File: config.mk
export PLATFORM = sky130hd
export DESIGN_NAME = fraction_reducer_core
export DESIGN_NICKNAME = d
export VERILOG_FILES = /design/src/sv/frac_red_pkg.sv /design/src/sv/fraction_reducer_core.sv
export SDC_FILE = /design/constraint.sdc
export NUM_CORES = 1
export LEC_CHECK = 0
export BUFFER_PORTS_ARGS = -buffer_cell sky130_fd_sc_hd__buf_2
export CAP_MARGIN = 20
export CORE_MARGIN = 5
export CORE_UTILIZATION = 30
export CTS_CLUSTER_DIAMETER = 80
export DETAILED_ROUTE_END_ITERATION = 8
export GPL_ROUTABILITY_DRIVEN = 0
export HOLD_SLACK_MARGIN = 0.06
export PLACE_DENSITY = 0.46
export REMOVE_ABC_BUFFERS = 1
export SLEW_MARGIN = 30
export SYNTH_ARGS = -nofsm -noshare
export SYNTH_HDL_FRONTEND = slang
export SYNTH_SLANG_ARGS = --single-unit
File: constraint.sdc
create_clock -name clk_i -period 11.6 [get_ports clk_i]
set_input_delay 1.16 -clock clk_i [delete_from_list [all_inputs] [get_ports clk_i]]
set_output_delay 1.16 -clock clk_i [all_outputs]
set_load 0.02 [all_outputs]
File: src/sv/frac_red_pkg.sv
`timescale 1ns / 1ps
// ----------------------------------------------------------------------------
// frac_red_pkg
// Shared value width and transaction payload types of the fraction reducer.
// ----------------------------------------------------------------------------
package frac_red_pkg;

  localparam int unsigned VALUE_WIDTH = 16;

  typedef struct packed {
    logic [VALUE_WIDTH-1:0] top_value;
    logic [VALUE_WIDTH-1:0] bottom_value;
  } frac_in_t;

  typedef struct packed {
    logic [VALUE_WIDTH-1:0] reduced_top;
    logic [VALUE_WIDTH-1:0] reduced_bottom;
  } frac_out_t;

endpackage

File: src/sv/fraction_reducer_core.sv
`timescale 1ns / 1ps
// ----------------------------------------------------------------------------
// fraction_reducer_core
// Reduces an unsigned fraction to lowest terms with a shared subtractor.
// ----------------------------------------------------------------------------
// One transaction is processed at a time; in_ready_o is high only while the
// core is idle. All arithmetic runs through a single VALUE_WIDTH+1 bit
// subtractor under a small sequencer. A binary gcd pass (common factors of
// two are stripped from both operands on the fly, then subtract-and-halve
// steps on the odd part) comes first, after which numerator and denominator
// are each divided by the odd part of the gcd with a restoring divider,
// numerator first, then denominator. Equal values give 1/1 (including 0/0);
// a zero numerator or denominator passes through unchanged. The result sits
// in an output register; the last divider step waits while that register
// is still full.
// ----------------------------------------------------------------------------
module fraction_reducer_core (
  input  logic                   clk_i,
  input  logic                   rst_ni,
  input  logic                   in_valid_i,
  output logic                   in_ready_o,
  input  frac_red_pkg::frac_in_t in_data_i,
  output logic                   out_valid_o,
  input  logic                   out_ready_i,
  output frac_red_pkg::frac_out_t out_data_o
);

  localparam int unsigned W     = frac_red_pkg::VALUE_WIDTH;
  localparam int unsigned CNT_W = $clog2(W);

  localparam logic [1:0] ST_IDLE    = 2'd0;
  localparam logic [1:0] ST_GCD     = 2'd1;
  localparam logic [1:0] ST_DIV_TOP = 2'd2;
  localparam logic [1:0] ST_DIV_BOT = 2'd3;

  logic [1:0]       state_q, state_d;
  logic [W-1:0]     a_q, a_d;       // odd part of gcd ends up here
  logic [W-1:0]     b_q, b_d;
  logic [W-1:0]     num_q, num_d;
  logic [W-1:0]     den_q, den_d;
  logic [W-1:0]     rem_q, rem_d;
  logic [CNT_W-1:0] cnt_q, cnt_d;
  logic             out_valid_q, out_valid_d;
  frac_red_pkg::frac_out_t out_q, out_d;

  // shared subtractor
  logic [W:0] sub_a, sub_b, sub_res;
  logic       borrow;
  logic [W-1:0] div_src;
  logic         div_bit;
  logic [W-1:0] rem_next;
  logic [W-1:0] quo_next;
  logic         last_step;
  logic         out_free;
  logic         in_fire;

  assign in_ready_o  = (state_q == ST_IDLE);
  assign in_fire     = in_valid_i && in_ready_o;
  assign out_valid_o = out_valid_q;
  assign out_data_o  = out_q;
  assign out_free    = !out_valid_q || out_ready_i;
  assign last_step   = (cnt_q == CNT_W'(W - 1));

  assign div_src = (state_q == ST_DIV_BOT) ? den_q : num_q;

  always_comb begin
    if (state_q == ST_GCD) begin
      sub_a = {1'b0, b_q};
    end else begin
      sub_a = {rem_q, div_src[W-1]};
    end
    sub_b   = {1'b0, a_q};
    sub_res = sub_a - sub_b;
    borrow  = sub_res[W];
  end

  // one restoring divide step
  always_comb begin
    div_bit = !borrow;
    if (borrow) begin
      rem_next = sub_a[W-1:0];
    end else begin
      rem_next = sub_res[W-1:0];
    end
    quo_next = {div_src[W-2:0], div_bit};
  end

  always_comb begin
    state_d     = state_q;
    a_d         = a_q;
    b_d         = b_q;
    num_d       = num_q;
    den_d       = den_q;
    rem_d       = rem_q;
    cnt_d       = cnt_q;
    out_d       = out_q;
    out_valid_d = out_valid_q;

    if (out_valid_q && out_ready_i) begin
      out_valid_d = 1'b0;
    end

    unique case (state_q)
      ST_IDLE: begin
        if (in_fire) begin
          num_d   = in_data_i.top_value;
          den_d   = in_data_i.bottom_value;
          state_d = ST_GCD;
          if (in_data_i.top_value == in_data_i.bottom_value) begin
            num_d = W'(1);
            den_d = W'(1);
            a_d   = W'(1);
            b_d   = '0;
          end else if (in_data_i.top_value == '0 || in_data_i.bottom_value == '0) begin
            a_d = W'(1);
            b_d = '0;
          end else begin
            a_d = in_data_i.top_value;
            b_d = in_data_i.bottom_value;
          end
        end
      end
      ST_GCD: begin
        if (b_q == '0) begin
          state_d = ST_DIV_TOP;
          rem_d   = '0;
          cnt_d   = '0;
        end else if (!a_q[0] && !b_q[0]) begin
          // common factor of two: strip it from the fraction too
          a_d   = a_q >> 1;
          b_d   = b_q >> 1;
          num_d = num_q >> 1;
          den_d = den_q >> 1;
        end else if (!a_q[0]) begin
          a_d = a_q >> 1;
        end else if (!b_q[0]) begin
          b_d = b_q >> 1;
        end else if (borrow) begin
          a_d = b_q;
          b_d = a_q;
        end else begin
          b_d = sub_res[W-1:0];
        end
      end
      ST_DIV_TOP: begin
        num_d = quo_next;
        rem_d = rem_next;
        cnt_d = cnt_q + CNT_W'(1);
        if (last_step) begin
          state_d = ST_DIV_BOT;
          rem_d   = '0;
          cnt_d   = '0;
        end
      end
      ST_DIV_BOT: begin
        if (!last_step) begin
          den_d = quo_next;
          rem_d = rem_next;
          cnt_d = cnt_q + CNT_W'(1);
        end else if (out_free) begin
          den_d                = quo_next;
          out_d.reduced_top    = num_q;
          out_d.reduced_bottom = quo_next;
          out_valid_d          = 1'b1;
          state_d              = ST_IDLE;
        end
      end
      default: begin
        state_d = ST_IDLE;
      end
    endcase
  end

  always_ff @(posedge clk_i or negedge rst_ni) begin
    if (!rst_ni) begin
      state_q     <= ST_IDLE;
      cnt_q       <= '0;
      out_valid_q <= 1'b0;
    end else begin
      state_q     <= state_d;
      cnt_q       <= cnt_d;
      out_valid_q <= out_valid_d;
    end
  end

  always_ff @(posedge clk_i) begin
    a_q   <= a_d;
    b_q   <= b_d;
    num_q <= num_d;
    den_q <= den_d;
    rem_q <= rem_d;
    out_q <= out_d;
  end

endmodule
Word level (Yosys, flattened, before mapping)

Index checks and enable logic that the tools add are counted.

Flip-flop bits (word level): 119
Output and inout port bits: 34
Logic and storage cells: 106
Input bits: 36

Equal/unequal tests: 17
Mux-type cells: 51
Reduce and logical (&&, ||, !) cells: 25
Add/subtract/negate cells: 2

Operator list:

| cell                                                            | count |
|---|---|
| 16-bit 2-to-1 mux                                               | 31 |
| 16-bit one-hot mux with 3 select lines                          | 3 |
| 16-bit one-hot mux with 2 select lines                          | 2 |
| 16-bit logical NOT                                              | 3 |
| 17-bit 2-to-1 mux                                               | 1 |
| 17-bit by 16-bit subtractor with 17-bit output                  | 1 |
| 16-bit == test                                                  | 1 |
| 5-bit AND reduction                                             | 3 |
| 4-bit 2-to-1 mux                                                | 3 |
| 4-bit one-hot mux with 3 select lines                           | 1 |
| 2-bit 2-to-1 mux                                                | 5 |
| 2-bit != test, second input constant                            | 5 |
| 3-bit AND reduction                                             | 3 |
| 3-bit nonzero test                                              | 3 |
| 4-bit by 3-bit != test with 1-bit output, second input constant | 2 |
| 2-bit one-hot mux with 4 select lines                           | 1 |
| 4-bit AND reduction                                             | 2 |
| 2-bit by 1-bit != test with 1-bit output, second input constant | 3 |
| 4-bit by 1-bit adder with 4-bit output, second input constant   | 1 |
| 2-bit == test, second input constant                            | 2 |
| 4-bit == test, second input constant                            | 1 |
| 1-bit logical NOT                                               | 4 |
| 1-bit 2-to-1 mux                                                | 4 |
| 1-bit logical AND                                               | 3 |
| other kinds (6)                                                 | 7 |

Longest topological paths before layout

Gate-level depths: netlist of run 1.

Depth in word-level cells: 10
Depth in mapped cells: 19
Depth with buffers taken out: 15

Least setup slack after synthesis of run 1

Ideal clock, no wire load.

Path type: register to register
Start point: register state_q[1]
End point: register a_q[10] (enable)
Arrival: 4.519 ns
Stages on the path, launching flop included: 15
Slack: 6.665 ns
Path buffers: 4
Library setup time: 0.416 ns
Required time: 11.184 ns
Clock period less this slack: 4.935 ns
Cells stage by stage: dfrtp_1 > inv_1 > ha_1 > clkbuf_1 > clkbuf_1 > mux2_2 > ha_1 > a221o_1 > a311oi_2 > a311o_1 > and2_4 > buf_6 > buf_6 > nand2_1 > a311oi_1

Cells in the longest elaborated chain, start to end: 6
Elaborated cells on any way between the ends: 13
Classes of those cells: 1 x add/sub; 6 x eq/ne; 2 x mux; 4 x reduce/logical

Ends and longest elaborated chain:

| what                                               | RTL line                     | source |
|---|---|---|
| start, declared                                    | fraction_reducer_core.sv:36  | `logic [1:0] state_q, state_d;` |
| start signal, assigned                             | fraction_reducer_core.sv:180 | `state_q <= state_d;` |
| 2-bit == test                                      | fraction_reducer_core.sv:64  | `assign div_src = (state_q == ST_DIV_BOT) ? den_q : num_q;` |
| 16-bit 2-to-1 mux                                  | fraction_reducer_core.sv:64  |  |
| 17-bit 2-to-1 mux                                  | fraction_reducer_core.sv:67  | `if (state_q == ST_GCD) begin` |
| 17-bit by 16-bit subtractor with 17-bit output     | fraction_reducer_core.sv:73  | `sub_res = sub_a - sub_b;` |
| 4-bit by 3-bit != test with 1-bit output (no line) | -                            |  |
| 5-bit AND reduction (no line) *                    | -                            |  |
| end signal, assigned                               | fraction_reducer_core.sv:187 | `a_q <= a_d;` |
| end, declared                                      | fraction_reducer_core.sv:37  | `logic [W-1:0] a_q, a_d;` |

Every way passes the cells marked *; elsewhere a longest branch is shown, timed or not.
A chain may end at the register's enable or synchronous reset.

Worst setup path in the final report of run 1

Start point: register state_q[1]
End point: register a_q[7] (enable)

The elaborated chain is that of the path after synthesis.

==> out/qor.csv, run 1 <==
metric,value,unit
status,completed,
core,0.0227,sq mm
rsz0062_at_grt,no,
synth.top_cell.area_share,0.484,
fin_tns_setup,0,ns
finalSetupViolCount,0,
final_cell_mix,"edfxtp_1, nand2_1, buf_2, o21ai_0, inv_1",
diodes,0,
clock_path_buffers,2,
hpwl,15100,microns
grt_util_all_layers,0.151,
synth_area,0.00695,sq mm
maxSlewHeadroom,0.396,
die_w,162,microns
clock_sinks,119,
ys.flop_type,edfxtp_1,
cts_max_level,4,
cts-root-buf,clkbuf_16,
async_flop_share,0.0588,
cp.arrival,5.46,ns
ys_seq_elements,119,
period_minus_slack,5.43,ns
synth.distinct_cells,61,
via_per_inst,5.43,
drcViolationCount,0,
clock_latency,0.42,ns
setup_slack,6.17,ns
grt_pass1_wl,31400,microns
ant_nets,0,
wl,20200,microns
drt_pre_antenna_iters,5,
finalMaxSlewViolations,0,
grt_overflow_total,0,
holdBufCountCts,0,
crit_path_start_kind,flop,
final_nets,758,
cts_tree,done,
endpoint_kind,flop,
synthTopCellsByArea,"edfxtp_1, mux2_2, nand2_1",
numPortBuffers,69,
rows,55,
areaGrowthSynthToFinish,18.8,%
required,11.63,ns
pin_count,70,
critPathMaxFanout,71,
grt_antenna_before_repair,0,
wl_per_cell,20.2,microns
grt_pass1_vias,5385,
yosysTopAreaCell,edfxtp_1,
fmax,184,MHz
cts_setup_buffers,0,
cts_made_buffers,17,
hold_path_class,flop to flop,
cts.repair.resized,0,
yosysSeqAreaShare,0.509,
critPathKind,flop to flop,
mostFrequentLayoutCell,edfxtp_1,
maxCapViolCount,0,
synth-warning-count,0,
post-place-ws,6.18,ns
final_layout_size_suffix_gt1_frac,0.222,
grt_max_degree,72,
synth_edf_count,112,
synth.avg_cell_area,11.0,sq um
drtIter0Drc,393,
period_share,0.468,
die_area,0.0263,sq mm
netlist_instances,635,
start_util,0.306,
tightest_slew,0.904,ns
clk_pin_slew_worst_paths,0.06,ns
finalHoldViolCount,0,
die_h,162,microns
finClkSkew,0.00931,ns
num_vias,5412,
==> layer usage <==
metal / GRT usage / wire (microns) / vias up
li1: - / - / 2562
met1: 0.208 / 9140 / 2674
met2: 0.250 / 9780 / 161
met3: 0.0233 / 1030 / 15
met4: 0.0400 / 224 / 0
met5: 0 / 0 / -
==> area by class of cell <==
type | instances | area [sq um]
clock buffers | 17 | 425
clock inverters | 15 | 216
fillers | 2294 | 14400
inverters | 37 | 141
multi-input cells | 445 | 3160
flip-flops and latches | 119 | 3540
well taps | 285 | 357
repair buffers | 79 | 420
==> critical path: stages (launching register included) <==
cell and delay, ns:
dfrtp_1 0.42, inv_1 0.12, ha_2 0.18, buf_4 0.59, inv_1 0.49, nor2_1 0.43
a21o_1 0.16, ha_1 0.20, fa_1 0.21, nand2b_1 0.16, a21oi_2 0.08, o211ai_2 0.32
a311o_1 0.33, and2_4 0.36, nand2_1 0.14, a311oi_4 0.81
==> state kept, by name (all words and copies together), names as in the netlist <==
| name | flops |
|---|---|
| rem_q | 16 |
| out_data_o | 32 |
| den_q | 16 |
| cnt_q | 4 |
| a_q | 16 |
| out_valid_o | 1 |
| b_q | 16 |
| state_q | 2 |
| num_q | 16 |
==> metrics by stage <==
| stage | utilization | instance area (sq um) | cells | hold WS, ns |
|---|---|---|---|---|
| 2_1_floorplan | - | 6800 | 601 | 0.422 |
| 4_1_cts | 0.363 | 8250 | 997 | 0.462 |
| 3_3_place_gp | 0.335 | 7600 | 965 | 0.448 |
| 5_1_grt | 0.364 | 8260 | 997 | 0.482 |
| 6_report | 0.364 | 8260 | 997 | 0.457 |
| 3_5_place_dp | 0.335 | 7610 | 965 | 0.447 |
==> cell families (layout without fill, tap and decap cells) <==
logic type,after synthesis,after routing,synth area share
buf+inv,71,148,0.0428
mux,52,52,0.0802
compound gates,162,162,0.166
flops,119,119,0.509
xor+xnor,27,27,0.0340
simple gates,181,181,0.126
fa+ha+maj,23,23,0.0425
==> cell usage after synthesis, drive strengths merged (5+ instances only) <==
cell       n
edfxtp   112
nand2     74
o21ai     49
inv       37
mux2      30
a21oi     26
nor2      26
clkbuf    24
ha        22
mux2i     22
xnor2     22
and3      21
a221o     17
nor4      13
a22oi     10
buf       10
nand4     10
nor3      10
o211ai    10
a222oi     9
and2       7
dfrtp      7
a21o       5
nand2b     5
nand3      5
o2111ai    5
xor2       5
==> final timing paths <==
| kind | startpoint | endpoint | slack, ns | cells past startpoint |
|---|---|---|---|---|
| setup / recovery | state_q[1]$_DFFE_PN0P_ | a_q[7]$_DFFE_PP_ | 6.17 | 15 |
| hold / removal | num_q[0]$_DFFE_PP_ | out_data_o[16]$_DFFE_PP_ | 0.46 | 0 |
| setup reg to reg | state_q[1]$_DFFE_PN0P_ | a_q[7]$_DFFE_PP_ | 6.17 | 15 |
| hold reg to reg | num_q[0]$_DFFE_PP_ | out_data_o[16]$_DFFE_PP_ | 0.46 | 0 |
| max in group asynchronous | rst_ni | cnt_q[0]$_DFFE_PN0P_ | 10.87 | 1 |
| min in group asynchronous | rst_ni | cnt_q[2]$_DFFE_PN0P_ | 0.57 | 1 |
Power of run 1 is not shown: default switching activity piles up to over one toggle a cycle in this logic, so the estimate is an artifact.
==> inputs of run 2 (changes only) <==
--- a/config.mk
+++ b/config.mk
@@ -5,6 +5,7 @@
 export SDC_FILE = /design/constraint.sdc
 export NUM_CORES = 1
 export LEC_CHECK = 0
+export ABC_AREA = 1
 export BUFFER_PORTS_ARGS = -buffer_cell sky130_fd_sc_hd__buf_2
 export CAP_MARGIN = 20
 export CORE_MARGIN = 5
==> constraint.sdc (replaced) <==
create_clock -name clk_i -period 5.65 [get_ports clk_i]
set_input_delay 0.565 -clock clk_i [delete_from_list [all_inputs] [get_ports clk_i]]
set_output_delay 0.565 -clock clk_i [all_outputs]
set_load 0.02 [all_outputs]
==> run 2 against run 1 <==
Effect of this change: die area increased by 5.3%; synthesized cell count increased by 42%; worst hold slack improved by 0.0026 ns; via count increased by 17%; clock skew increased by 0.0015 ns; flip-flop and latch count unchanged; register-to-register slack got worse by 4.5 ns; critical path depth increased by 3; first-iteration DRC count increased by 19%; utilization decreased by 0.96 points; fmax increased by 37%; sequential share of layout area decreased by 1.6 points; critical path type unchanged; highest routed layer unchanged.
==> out/qor.csv, run 2 <==
metric,value,unit
status,completed,
finalSetupViolCount,0,
mostFrequentLayoutCell,nand2_1,
die_h,166,microns
pin_count,70,
finClkSkew,0.0109,ns
maxSlewHeadroom,0.376,
grt_antenna_before_repair,0,
required,5.75,ns
path_common_cell,nand2_2,
rows,57,
r2r-start,state_q[1]$_DFFE_PN0P_,
die_area,0.0277,sq mm
synth.avg_cell_area,8.17,sq um
fmax,252,MHz
core,0.0242,sq mm
die_w,166,microns
clk_pin_slew_worst_paths,0.06,ns
synth.distinct_cells,38,
synth_edf_count,112,
grt_pass1_vias,6491,
critPathSlowestCell,inv_1,
fin_tns_setup,0,ns
r2r_end,a_q[6]$_DFFE_PP_,
hpwl,16600,microns
synthTopCellsByArea,"edfxtp_1, nand2_1, nand3_1",
synth_common_cells,"nand2_1, edfxtp_1, nand3_1, inv_1",
crit_path_start_kind,flop,
critPathKind,flop to flop,
areaGrowthSynthToFinish,16.9,%
synth_area,0.00735,sq mm
clock_latency,0.42,ns
ant_nets,0,
diodes,0,
critPathMaxFanout,33,
largest_reg_flops,32,
wl_per_cell,17.1,microns
final_cell_mix,"nand2_1, edfxtp_1, nand3_1, inv_1, buf_2",
hold_path_class,flop to flop,
whs_endpoint,out_data_o[16]$_DFFE_PP_,
via_per_inst,4.86,
yosysSeqAreaShare,0.482,
num_vias,6319,
yosysTopAreaCell,edfxtp_1,
start_util,0.303,
final_layout_size_suffix_gt1_frac,0.153,
final_nets,1024,
drcViolationCount,0,
ys.flop_type,edfxtp_1,
grt_pass1_wl,36400,microns
cp.arrival,4.07,ns
synth.top_cell.area_share,0.458,
finalMaxSlewViolations,0,
clock_sinks,119,
whs,0.459,ns
r2r_cells,18,
critical_path.max_stage_delay,0.54,ns
finalHoldViolCount,0,
period_share,0.702,
cts_made_buffers,17,
grt_overflow_total,0,
cts_max_level,4,
cts-root-buf,clkbuf_16,
async_flop_share,0.0588,
clock_path_buffers,2,
synth-warning-count,0,
wl,22200,microns
rrSetupSlack,1.68,ns
tightest_slew,0.934,ns
yosysMostFrequentCell,nand2_1,
netlist_instances,899,
hold_depth,0,
rsz0062_at_grt,no,
drt_pre_antenna_iters,5,
grt_util_all_layers,0.163,
grt_max_degree,60,
maxCapViolCount,0,
numPortBuffers,69,
cts_tree,done,
ys_seq_elements,119,
min_from,num_q[0]$_DFFE_PP_,
period_minus_slack,3.97,ns
crit_chain,inv_1 -> ha_1 -> inv_1 -> a21oi_1 -> ha_1 -> fa_1 -> inv_1 -> nand2_1 -> nand2_1 -> nand3_2 -> nand2_2 -> nand2_2 -> nand2_2 -> nand2_2 -> nand2_4 -> nand2_1 -> a21oi_1 -> buf_4,
endpoint_kind,flop,
drtIter0Drc,467,
==> run 2: cell count changes in the layout (fill, tap and decap cells not counted), moves of 7 or more <==
cell and delta:
nand3_1 +94, nand2_2 +24, xnor2_1 -8, o21ai_0 -18
nand2_1 +252, mux2_2 -30, a222oi_1 -9, inv_1 +56
a22oi_1 +7, a221o_1 -17, mux2i_1 -22, and3_1 -21
==> run 2: worst max path at each step <==
stage / start / endpoint / slack, ns / depth (start not counted)
floorplan: state_q[1]$_DFFE_PN0P_ / a_q[10]$_DFFE_PP_ / 1.02 / 18
global placement: state_q[1]$_DFFE_PN0P_ / a_q[13]$_DFFE_PP_ / 1.74 / 18
detailed placement: state_q[1]$_DFFE_PN0P_ / a_q[10]$_DFFE_PP_ / 1.67 / 18
CTS: state_q[1]$_DFFE_PN0P_ / a_q[3]$_DFFE_PP_ / 1.65 / 18
global route: state_q[1]$_DFFE_PN0P_ / a_q[6]$_DFFE_PP_ / 1.33 / 18
finish: state_q[1]$_DFFE_PN0P_ / a_q[6]$_DFFE_PP_ / 1.68 / 18
==> run 2: what timing repair did <==
| action | 4_1_cts | 5_1_grt |
|---|---|---|
| hold buffers | 1 | 0 |
| resized for setup | 0 | 0 |
| endpoints found under the setup margin | 0 | 0 |
| endpoints found under the hold margin | 7 | 0 |
| buffers inserted | 0 | 0 |
==> run 2: layout make-up <==
type | count | area, sq um
clock buffer | 19 | 433
timing repair buffer | 80 | 430
fill | 2606 | 15700
multi-input combinational | 654 | 3300
inverter | 93 | 349
tap | 324 | 405
sequential | 119 | 3540
clock inverter | 12 | 135
==> run 2: per-layer routing <==
metal	track usage	wire length, microns	up-vias
li1	-	-	3127
met1	0.229	10600	3021
met2	0.266	10400	156
met3	0.0294	1030	15
met4	0.0324	138	0
met5	0	0	-
==> run 2: cell families after synthesis <==
family                     after synthesis  synth area share
and+or+nand+nor                        524             0.313
xor gates and xnor gates                20            0.0238
buffers and inverters                  126            0.0736
DFF                                    119             0.482
AOI/OAI and AO/OA                       87            0.0678
adders and majority gates               23            0.0402
==> run 2: through the flow <==
stage / cell area, sq um / cells / setup slack [ns] / utilization
after floorplan: 7160 / 866 / 1.02 / -
after global placement: 8000 / 1269 / 1.74 / 0.330
after detailed placement: 8010 / 1269 / 1.67 / 0.330
after CTS: 8590 / 1301 / 1.65 / 0.354
after global routing: 8590 / 1301 / 1.33 / 0.354
final: 8590 / 1301 / 1.68 / 0.354
==> run 2: critical path, delay by kind of cell (launching register included) <==
kind / cells / cell delay [ns]
flops: 1 / 0.41
fa+ha+maj: 3 / 0.91
buf+inv: 4 / 1.01
simple gates: 9 / 0.94
compound gates: 2 / 0.35
Power of run 2 is left out for the same reason.
